File: src/hw/rtl/clsrng_pkg.sv
`timescale 1ns / 1ps

package clsrng_pkg;

    localparam logic [31:0] MOD1     = 32'd2147483563;
    localparam logic [31:0] MOD2     = 32'd2147483399;
    localparam logic [15:0] MUL1     = 16'd40014;
    localparam logic [15:0] MUL2     = 16'd40692;
    localparam logic [7:0]  FOLD1    = 8'd85;
    localparam logic [7:0]  FOLD2    = 8'd249;
    localparam logic [31:0] WRAP_TOP = 32'd2147483562;
    localparam logic [30:0] G1_RESET = 31'd1;
    localparam logic [30:0] G2_RESET = 31'd123456789;

    localparam int VAL_W  = 31;
    localparam int PROD_W = VAL_W + 16;
    localparam int PC_W   = 4;

    localparam logic [1:0] JC_NEXT   = 2'd0;
    localparam logic [1:0] JC_JUMP   = 2'd1;
    localparam logic [1:0] JC_ACCEPT = 2'd2;
    localparam logic [1:0] JC_LOOP   = 2'd3;

    localparam logic [PC_W-1:0] A_IDLE  = 4'd0;
    localparam logic [PC_W-1:0] A_WARM0 = 4'd1;
    localparam logic [PC_W-1:0] A_WARM1 = 4'd2;
    localparam logic [PC_W-1:0] A_WARM2 = 4'd3;
    localparam logic [PC_W-1:0] A_PRIME = 4'd4;
    localparam logic [PC_W-1:0] A_DRAW0 = 4'd5;
    localparam logic [PC_W-1:0] A_DRAW1 = 4'd6;
    localparam logic [PC_W-1:0] A_DRAW2 = 4'd7;
    localparam logic [PC_W-1:0] A_DRAW3 = 4'd8;

    typedef struct packed {
        logic            in_rdy;
        logic            step_g1;
        logic            step_g2;
        logic            wr_cnt;
        logic            wr_slot;
        logic            prev_g1;
        logic            prev_mix;
        logic            out_load;
        logic            dec_cnt;
        logic            wait_out;
        logic [1:0]      jc;
        logic [PC_W-1:0] tgt;
    } t_uword;

    typedef struct packed {
        logic load_seed;
        logic step_g1;
        logic step_g2;
        logic wr_en;
        logic wr_slot;
        logic prev_g1;
        logic prev_mix;
        logic out_load;
    } t_dp_ctl;

    typedef struct packed {
        logic out_busy;
    } t_dp_sts;

    function automatic t_uword f_urom(input logic [PC_W-1:0] addr);
        t_uword w;
        begin
            case (addr)
                A_IDLE:  w = '{in_rdy: 1'b1, jc: JC_ACCEPT, tgt: A_DRAW0, default: '0};
                A_WARM0: w = '{jc: JC_NEXT, default: '0};
                A_WARM1: w = '{jc: JC_NEXT, default: '0};
                A_WARM2: w = '{step_g1: 1'b1, wr_cnt: 1'b1, dec_cnt: 1'b1,
                               jc: JC_LOOP, tgt: A_WARM0, default: '0};
                A_PRIME: w = '{prev_g1: 1'b1, jc: JC_NEXT, default: '0};
                A_DRAW0: w = '{jc: JC_NEXT, default: '0};
                A_DRAW1: w = '{jc: JC_NEXT, default: '0};
                A_DRAW2: w = '{jc: JC_NEXT, default: '0};
                A_DRAW3: w = '{step_g1: 1'b1, step_g2: 1'b1, wr_slot: 1'b1,
                               prev_mix: 1'b1, out_load: 1'b1, wait_out: 1'b1,
                               jc: JC_JUMP, tgt: A_IDLE, default: '0};
                default: w = '{jc: JC_JUMP, tgt: A_IDLE, default: '0};
            endcase
            return w;
        end
    endfunction

endpackage

File: src/hw/rtl/clsrng_useq.sv
`timescale 1ns / 1ps

module clsrng_useq #(
    parameter int TABLE_DEPTH = 32
) (
    input  logic                              i_clk,
    input  logic                              i_rst_n,
    input  logic                              i_valid,
    input  logic                              i_mode,
    input  clsrng_pkg::t_dp_sts               i_sts,
    output logic                              o_ready,
    output clsrng_pkg::t_dp_ctl               o_ctl,
    output logic [$clog2(TABLE_DEPTH)-1:0]    o_wr_idx
);
    import clsrng_pkg::*;

    localparam int CNT_W = $clog2(TABLE_DEPTH + 8);
    localparam int IDX_W = $clog2(TABLE_DEPTH);

    logic [PC_W-1:0]  r_pc;
    logic [PC_W-1:0]  n_pc;
    logic [CNT_W-1:0] r_cnt;
    logic [CNT_W-1:0] n_cnt;
    t_uword           cw;
    logic             acc;
    logic             hold;
    logic             in_fill;

    always_comb begin
        cw      = f_urom(r_pc);
        acc     = i_valid & cw.in_rdy;
        hold    = cw.wait_out & i_sts.out_busy;
        in_fill = r_cnt < CNT_W'(TABLE_DEPTH);

        case (cw.jc)
            JC_NEXT:   n_pc = r_pc + 1'b1;
            JC_JUMP:   n_pc = cw.tgt;
            JC_ACCEPT: n_pc = !acc ? r_pc : (i_mode ? r_pc + 1'b1 : cw.tgt);
            JC_LOOP:   n_pc = (r_cnt != '0) ? cw.tgt : r_pc + 1'b1;
            default:   n_pc = A_IDLE;
        endcase
        if (hold) begin
            n_pc = r_pc;
        end

        n_cnt = r_cnt;
        if (acc && i_mode) begin
            n_cnt = CNT_W'(TABLE_DEPTH + 7);
        end else if (cw.dec_cnt) begin
            n_cnt = r_cnt - 1'b1;
        end

        o_ctl.load_seed = acc & i_mode;
        o_ctl.step_g1   = cw.step_g1 & ~hold;
        o_ctl.step_g2   = cw.step_g2 & ~hold;
        o_ctl.wr_en     = (cw.wr_cnt & in_fill) | (cw.wr_slot & ~hold);
        o_ctl.wr_slot   = cw.wr_slot;
        o_ctl.prev_g1   = cw.prev_g1;
        o_ctl.prev_mix  = cw.prev_mix & ~hold;
        o_ctl.out_load  = cw.out_load & ~hold;
    end

    assign o_ready  = cw.in_rdy;
    assign o_wr_idx = r_cnt[IDX_W-1:0];

    always_ff @(posedge i_clk) begin
        if (!i_rst_n) begin
            r_pc  <= A_IDLE;
            r_cnt <= '0;
        end else begin
            r_pc  <= n_pc;
            r_cnt <= n_cnt;
        end
    end

endmodule

File: src/hw/rtl/clsrng_dpath.sv
`timescale 1ns / 1ps

module clsrng_dpath #(
    parameter int TABLE_DEPTH = 32
) (
    input  logic                              i_clk,
    input  logic                              i_rst_n,
    input  clsrng_pkg::t_dp_ctl               i_ctl,
    input  logic [$clog2(TABLE_DEPTH)-1:0]    i_wr_idx,
    input  logic [30:0]                       i_seed,
    input  logic                              i_out_ready,
    output logic                              o_out_valid,
    output logic [30:0]                       o_out_value,
    output clsrng_pkg::t_dp_sts               o_sts
);
    import clsrng_pkg::*;

    localparam int          IDX_W    = $clog2(TABLE_DEPTH);
    localparam logic [63:0] SLOT_DIV = 64'((MOD1 - 32'd1) / TABLE_DEPTH) + 64'd1;
    localparam int          SLOT_L   = $clog2(SLOT_DIV);
    localparam logic [63:0] POW      = 64'd1 << (31 + SLOT_L);
    localparam logic [63:0] MAGIC64  = (POW + SLOT_DIV - 64'd1) / SLOT_DIV;
    localparam logic [31:0] MAGIC    = MAGIC64[31:0];
    localparam int          Q_W      = 32 - SLOT_L;

    logic [VAL_W-1:0]  r_g1;
    logic [VAL_W-1:0]  r_g2;
    logic [VAL_W-1:0]  r_prev;
    logic [PROD_W-1:0] r_p1;
    logic [PROD_W-1:0] r_p2;
    logic [31:0]       r_f1;
    logic [31:0]       r_f2;
    logic [62:0]       r_sp;
    logic [IDX_W-1:0]  r_slot;
    logic [VAL_W-1:0]  r_tab [TABLE_DEPTH];
    logic [TABLE_DEPTH-1:0] r_vld;
    logic [VAL_W-1:0]  r_rd;
    logic              r_rd_vld;
    logic [VAL_W-1:0]  r_out;
    logic              r_ovld;

    logic [VAL_W-1:0]  seed;
    logic [VAL_W-1:0]  red1;
    logic [VAL_W-1:0]  red2;
    logic [Q_W-1:0]    quo;
    logic [IDX_W-1:0]  slot;
    logic [VAL_W-1:0]  ent;
    logic [31:0]       diff;
    logic [VAL_W-1:0]  mix;
    logic [IDX_W-1:0]  wr_addr;

    always_comb begin
        seed    = (i_seed == '0) ? 31'd1 : i_seed;
        red1    = (r_f1 >= MOD1) ? 31'(r_f1 - MOD1) : r_f1[30:0];
        red2    = (r_f2 >= MOD2) ? 31'(r_f2 - MOD2) : r_f2[30:0];
        quo     = r_sp[62 -: Q_W];
        slot    = (32'(quo) > 32'(TABLE_DEPTH - 1)) ? IDX_W'(TABLE_DEPTH - 1)
                                                    : IDX_W'(quo);
        ent     = r_rd_vld ? r_rd : '0;
        diff    = {1'b0, ent} - {1'b0, red2};
        mix     = (diff[31] || diff == '0) ? 31'(diff + WRAP_TOP) : diff[30:0];
        wr_addr = i_ctl.wr_slot ? r_slot : i_wr_idx;
    end

    always_ff @(posedge i_clk) begin
        r_p1   <= PROD_W'(r_g1) * PROD_W'(MUL1);
        r_p2   <= PROD_W'(r_g2) * PROD_W'(MUL2);
        r_f1   <= 32'(r_p1[PROD_W-1:VAL_W]) * 32'(FOLD1) + 32'(r_p1[VAL_W-1:0]);
        r_f2   <= 32'(r_p2[PROD_W-1:VAL_W]) * 32'(FOLD2) + 32'(r_p2[VAL_W-1:0]);
        r_sp   <= 63'(r_prev) * 63'(MAGIC);
        r_slot <= slot;
        r_rd     <= r_tab[r_slot];
        r_rd_vld <= r_vld[r_slot];
        if (i_ctl.wr_en) begin
            r_tab[wr_addr] <= red1;
        end
        if (i_ctl.out_load) begin
            r_out <= mix;
        end
    end

    always_ff @(posedge i_clk) begin
        if (!i_rst_n) begin
            r_g1   <= G1_RESET;
            r_g2   <= G2_RESET;
            r_prev <= '0;
            r_vld  <= '0;
            r_ovld <= 1'b0;
        end else begin
            if (i_ctl.load_seed) begin
                r_g1 <= seed;
                r_g2 <= seed;
            end else begin
                if (i_ctl.step_g1) begin
                    r_g1 <= red1;
                end
                if (i_ctl.step_g2) begin
                    r_g2 <= red2;
                end
            end
            if (i_ctl.prev_g1) begin
                r_prev <= r_g1;
            end else if (i_ctl.prev_mix) begin
                r_prev <= mix;
            end
            if (i_ctl.wr_en) begin
                r_vld[wr_addr] <= 1'b1;
            end
            if (i_ctl.out_load) begin
                r_ovld <= 1'b1;
            end else if (i_out_ready) begin
                r_ovld <= 1'b0;
            end
        end
    end

    assign o_out_valid    = r_ovld;
    assign o_out_value    = r_out;
    assign o_sts.out_busy = r_ovld & ~i_out_ready;

endmodule

File: src/hw/rtl/combined_lcg_shuffle_rng.sv
`timescale 1ns / 1ps

// Combined two-generator multiplicative random source with a shuffle table. Each input beat
// either draws (tuser 0) or reseeds from tdata and then draws (tuser 1); every beat yields one
// output beat with a value in 1..2147483562, to be divided by 2147483563 downstream for a
// uniform fraction. On a draw the sequencer waits out the registered multiply, modular fold
// and table read before the final swap step, and takes no new beat until it is done. A reseed
// runs the first generator through TABLE_DEPTH+8 warm-up steps, each through the same
// registered multiply, fold and reduce path. One finished result waits in the output register;
// the sequencer stalls on its last step only while that register is still occupied. The table
// reads as all zeros after reset through per-entry valid bits, no clearing pass.
module combined_lcg_shuffle_rng #(
    parameter int TABLE_DEPTH = 32
) (
    input  logic        i_clk,
    input  logic        i_rst_n,
    input  logic        i_s_tvalid,
    output logic        o_s_tready,
    input  logic [31:0] i_s_tdata,   // [30:0] seed_value, [31] zero
    input  logic        i_s_tuser,   // [0] mode
    output logic        o_m_tvalid,
    input  logic        i_m_tready,
    output logic [31:0] o_m_tdata    // [30:0] random_value, [31] zero
);
    import clsrng_pkg::*;

    t_dp_ctl                          ctl;
    t_dp_sts                          sts;
    logic [$clog2(TABLE_DEPTH)-1:0]   wr_idx;
    logic [VAL_W-1:0]                 out_value;

    clsrng_useq #(
        .TABLE_DEPTH (TABLE_DEPTH)
    ) u_useq (
        .i_clk    (i_clk),
        .i_rst_n  (i_rst_n),
        .i_valid  (i_s_tvalid),
        .i_mode   (i_s_tuser),
        .i_sts    (sts),
        .o_ready  (o_s_tready),
        .o_ctl    (ctl),
        .o_wr_idx (wr_idx)
    );

    clsrng_dpath #(
        .TABLE_DEPTH (TABLE_DEPTH)
    ) u_dpath (
        .i_clk       (i_clk),
        .i_rst_n     (i_rst_n),
        .i_ctl       (ctl),
        .i_wr_idx    (wr_idx),
        .i_seed      (i_s_tdata[30:0]),
        .i_out_ready (i_m_tready),
        .o_out_valid (o_m_tvalid),
        .o_out_value (out_value),
        .o_sts       (sts)
    );

    assign o_m_tdata = {1'b0, out_value};

endmodule

File: config.mk
export PLATFORM = sky130hd
export DESIGN_NAME = combined_lcg_shuffle_rng
export DESIGN_NICKNAME = d
export VERILOG_FILES = /design/src/hw/rtl/clsrng_pkg.sv /design/src/hw/rtl/clsrng_useq.sv /design/src/hw/rtl/clsrng_dpath.sv /design/src/hw/rtl/combined_lcg_shuffle_rng.sv
export SDC_FILE = /design/constraint.sdc
export NUM_CORES = 2
export LEC_CHECK = 0
export ABC_AREA = 1
export BUFFER_PORTS_ARGS = -buffer_cell sky130_fd_sc_hd__buf_4
export CELL_PAD_IN_SITES_DETAIL_PLACEMENT = 0
export CELL_PAD_IN_SITES_GLOBAL_PLACEMENT = 1
export CORE_ASPECT_RATIO = 0.75
export CORE_UTILIZATION = 40
export DETAILED_ROUTE_END_ITERATION = 8
export PLACE_DENSITY_LB_ADDON = 0.08
export SLEW_MARGIN = 20
export SYNTH_ARGS = -nofsm -noshare
export SYNTH_HDL_FRONTEND = slang
export SYNTH_SLANG_ARGS = --single-unit
File: constraint.sdc
create_clock -name i_clk -period 6.01 [get_ports i_clk]
set_input_delay 0.3005 -clock i_clk [delete_from_list [all_inputs] [get_ports i_clk]]
set_output_delay 0.3005 -clock i_clk [all_outputs]
set_load 0.03 [all_outputs]
; After elaboration in Yosys (flattened, before gate mapping)
; Memories as Yosys holds them, arrays and structs flattened. A register that Yosys moved wholly into a read port is not among the register bits.
; Index checks and enable logic that the tools add are counted.
; Widths: inputs -> output; s select.
[op_classes]
n_addsub = 8
multipliers = 5
magnitude_cmp = 7
n_eq_ne = 4
n_mux = 28
bitwise = 15
reduce_logical = 14
[ops]
columns = op, n
row1 = $mux 31, 11
row2 = $ge 32x31->1 const B, 2
row3 = $mul 31x32->63 const B, 1
row4 = $sub 31x31->31 const B, 2
row5 = $mul 31x15->46 const B, 1
row6 = $mul 31x14->45 const B, 1
row7 = $add 23x31->32, 1
row8 = $add 24x31->32, 1
row9 = $logic_not 32->1, 1
row10 = $or 32x32->32, 1
row11 = $sub 31x31->32, 1
row12 = $add 31x31->31 const B, 1
row13 = $logic_not 31->1, 1
row14 = $mul 16x8->24 const B, 1
row15 = $mul 16x7->23 const B, 1
row16 = $mux 4, 5
row17 = $pmux 4 s4, 1
row18 = $lt 5x6->1 const B, 2
row19 = $mux 6, 2
row20 = $and 1x1->1, 10
row21 = $reduce_bool 2->1, 5
row22 = $gt 6x5->1 const B, 1
row23 = $lt 6x6->1 const B, 1
row24 = $mux 1, 6
row25 = other kinds (17), 21
[totals]
regBits = 391
ramBits = 992
romBits = 224
inputBits = 37
out_inout_bits = 34
wordCells = 99
n_memories = 2
[mem_list]
columns = memory, depth, width, read_ports, rd_ports_with_merged_regs, wr, line_no
row1 = u_dpath.r_tab, 32, 31, 1, 1, 1, clsrng_dpath.sv:35  ; logic [VAL_W-1:0] r_tab [TABLE_DEPTH];
row2 = (name not given), 16, 14, 1, 1, 0, clsrng_pkg.sv:67  ; case (addr)

; Depth between registers and ports, before layout
[depth]
ltp_word = 8
depth_mapped = 38
depth_no_buf = 35

; Hierarchy
; Synthesis repeated with hierarchy kept, for this count alone.
[unflattened]
cells_unflattened = 7262
area_unflattened_um2 = 77797.1
[modules_own_cells]
columns = mod, n_inst, cells_each, area_each_um2, seq_area_each_um2
row1 = clsrng_dpath, 1, 7125, 76696.1, 37205.7
row2 = clsrng_useq, 1, 135, 1089.8, 340.3
row3 = combined_lcg_shuffle_rng, 1, 2, 11.3, 0.0

; Worst setup path before layout
; No wires, ideal clock.
[synth_path]
kind = reg-to-reg
from = register u_dpath.r_g2[7]
to = register u_dpath.r_p2[44]
setup_time_ns = 0.113
arrival_time_ns = 5.415
required_time_ns = 5.897
path_slack_ns = 0.482
stages_incl_launch_ff = 21
path_buffers = 0
period_less_slack_ns = 5.528
path_cell_list = dfxtp_1 fa_1 ha_1 inv_1 fa_1 fa_1 fa_1 inv_1 fa_1 ha_1 a21oi_1 o21ai_0 a21boi_0 o21ai_0 a21oi_1 o21ai_0 a21oi_1 o21bai_1 nand3_1 nand4_1 nand2_1
[synth_between]
elab_chain_cells = 1
[synth_rtl]
columns = element, line_no
row1 = start: declaration, clsrng_dpath.sv:27  ; logic [VAL_W-1:0] r_g2;
row2 = start signal: assignment, clsrng_dpath.sv:98  ; r_g2 <= red2;
row3 = $mul 31x14->45, clsrng_dpath.sv:67  ; r_p2 <= PROD_W'(r_g2) * PROD_W'(MUL2);
row4 = end signal: assignment, clsrng_dpath.sv:67
row5 = end: declaration, clsrng_dpath.sv:30  ; logic [PROD_W-1:0] r_p2;
; No other way between the ends.
; A chain may end at the register's enable or synchronous reset.

; Worst setup path after layout
[layout_path]
from = register u_dpath.r_g2[10]
to = register u_dpath.r_p2[43]
; The elaborated chain is that of the path after synthesis.

==> flow_metrics.tcl <==
set metrics [dict create \
    remaining_drc_errors 0 \
    path_class "register to register" \
    crit_buf_inv 6 \
    synth_edf_count 1023 \
    io_pins 71 \
    grt_pass1_vias 53189 \
    ys_warn_count 0 \
    wirelength_um 256000 \
    cp_slowest_cell "fa_2" \
    cp.arrival_ns 6.46 \
    drt-met1-wl_um 131000 \
    cts_max_level 4 \
    min_period_over_period 0.958 \
    report.final.slew_viol_count 0 \
    die_width_um 513 \
    crit_required_ns 6.71 \
    worst_setup_path_start_kind "register" \
    via_count 55470 \
    hold_path.class "input pin to register" \
    outcome "complete, no violations" \
    grt_setup_unrepaired "yes" \
    ys_seq_elements 1364 \
    grt_first_pass_wirelength_um 373000 \
    finalSetupViolCount 0 \
    design_area_um2 88300 \
    wl_met3_um 15900 \
    tightest_slew_ns 1.27 \
    clockBufferDepth 3 \
    io_buffers 68 \
    dieArea_um2 197000 \
    finalHoldViolCount 0 \
    numCtsBuffers 146 \
    final_layout_size_suffix_gt1_frac 0.100 \
    antenna_left 0 \
    finalNetCount 8666 \
    synthCells 7380 \
    maxUsedRoutingLayer "met4" \
    fmax_mhz 174 \
    clock_sinks 1364 \
    crit_top_cell "inv_1" \
    critical_path.max_fanout 5 \
    syn_area_um2 78200 \
    core_area_um2 194000 \
    gp_congestion 0.909 \
    slew_headroom 0.153 \
    maxCapViolCount 0 \
    rows 140 \
    end_kind "register" \
    drt-initial-drc-count 5078 \
    layoutNonFillerInstCount 10246 \
    slowest_delay_ns 0.60 \
    first_pass_iters 5 \
    cts-root-buf "clkbuf_16" \
    post-dp-hpwl_um 179000 \
    routedWlPerCell_um 25.0 \
    grt_max_degree 211 \
    syn_area_per_cell_um2 10.6 \
    clkTransAtPathRegs_ns 0.06 \
    yosysSeqAreaShare 0.480 \
    placed_cell_area_um2 83200 \
    area_delta_synth_final_pct 12.8 \
    overflow 0 \
    cts_tree "built" \
    met2_length_um 105000 \
    antenna_found_initial 13 \
    ys.flop_type "edfxtp_1" \
    final_cell_mix "1,023 x edfxtp_1, 924 x inv_1, 865 x nor2_1, 719 x nand2_1, 703 x o21ai_0" \
    mostFrequentLayoutCell "edfxtp_1" \
    synth.distinct_cells 68 \
    place_inst 9955 \
    syn_nets 8481 \
    period_minus_slack_ns 5.76 \
    vias_per_cell 5.41 \
    initial_core_util 0.403 \
    postSynth.asyncResetShare 0 \
    crit_family "adder cells" \
    clock_latency_ns 0.81 \
    grtUsageTotal 0.258 \
    die_y_um 385 \
    finClkSkew_ns 0.0574 \
]
-- through the flow --
stage	utilization	hold WS (ns)	setup TNS [ns]	worst slack [ns]
2_1_floorplan	-	0.359	0	0.482
3_3_place_gp	0.428	0.394	-0.0313	-0.0167
3_5_place_dp	0.428	0.399	-0.145	-0.0504
4_1_cts	0.453	0.0186	0	0.00155
5_1_grt	0.454	0.0241	-0.0673	-0.0427
6_report	0.454	0.0828	0	0.250
-- cell families (layout without fill, tap and decap cells) --
| family | Yosys count | count (layout) | share of synthesized area |
|---|---|---|---|
| and+or+nand+nor | 2068 | 2068 | 0.112 |
| AOI/OAI and AO/OA | 1447 | 1447 | 0.111 |
| DFF | 1364 | 1364 | 0.480 |
| buffers and inverters | 1221 | 1525 | 0.0601 |
| adders and majority gates | 1064 | 1064 | 0.213 |
| xor gates and xnor gates | 215 | 215 | 0.0242 |
| other | 1 | 7 | 0.0000479 |
-- worst register-to-register path, delay by kind of cell (launching register included) --
kind                       cells  cell delay (ns)
AOI/OAI and AO/OA              5             0.77
adders and majority gates      7             3.17
DFF                            1             0.34
buffers and inverters          6             0.54
xor gates and xnor gates       1             0.15
and+or+nand+nor                7             0.70
-- layer usage --
| layer | global-route usage | up-vias |
|---|---|---|
| met4 | 0.0498 | 0 |
| li1 | - | 25730 |
| met3 | 0.0399 | 246 |
| met5 | 0 | - |
| met1 | 0.413 | 27881 |
| met2 | 0.364 | 1613 |
-- Yosys cell counts (all sizes together), types with 3 or more instances --
master	instances	area (um2)
xor2	149	1310
nand3b	5	37.5
ha	613	7670
a31oi	89	557
fa	451	9030
a22o	21	184
o21bai	13	97.6
nor4	13	81.3
o21ai	726	3670
xnor2	66	578
clkbuf	253	950
o21a	14	105
o211ai	6	45.0
and2	5	31.3
a21boi	11	86.3
edfxtp	1023	30700
buf	23	190
a32oi	28	245
nor3	42	220
nand3	238	1290
a211oi	3	22.5
nand4	55	344
o32ai	3	26.3
o221ai	185	1620
o31ai	4	30.0
inv	942	3540
dfxtp	341	6830
o2111ai	5	43.8
a221oi	7	61.3
or2	10	62.6
a21oi	238	1250
a21o	10	75.1
nand2	772	3070
nor2	924	3560
o22ai	75	469
-- final timing paths --
path                     from           endpoint  slack (ns)  cells after the start
max reg2reg  u_dpath.r_g2[10]   u_dpath.r_p2[43]        0.25                     26
min reg2reg  u_dpath.r_sp[58]  u_dpath.r_slot[1]        0.40                      1
min             i_s_tdata[14]   u_dpath.r_g1[14]        0.08                      3
max          u_dpath.r_g2[10]   u_dpath.r_p2[43]        0.25                     26
-- flip-flops by register name, summed over array words and instances (netlist names), 7 cells and up --
name                 count
u_dpath.r_rd            31
u_dpath.o_out_value     31
u_dpath.r_tab          992
u_dpath.r_g2            31
u_useq.cw                7
u_dpath.r_f2            32
u_dpath.r_vld           32
u_dpath.r_prev          31
u_dpath.r_p2            45
u_dpath.r_f1            32
u_dpath.r_g1            31
u_dpath.r_p1            46
-- layout make-up --
type                            count  area [um2]
Clock buffer                      183        3890
Timing Repair Buffer              315        2570
Sequential cell                  1364       37600
Fill cell                       18246      106000
Multi-Input combinational cell   4795       36600
Tap cell                         2556        3200
Antenna cell                        6        15.0
Clock inverter                     84         820
Inverter                          943        3560
-- timing repair --
action / CTS / global route
setup endpoints to repair: 5 / 39
buffers inserted: 0 / 1
hold endpoints to repair: 22 / 0
hold buffers: 17 / 0
pin swaps: 0 / 14
gates cloned: 0 / 0
resized for setup: 4 / 64
Power is left out: the tool's default activity adds up to more than one toggle a clock period on the data nets, which glitch-free logic cannot reach.
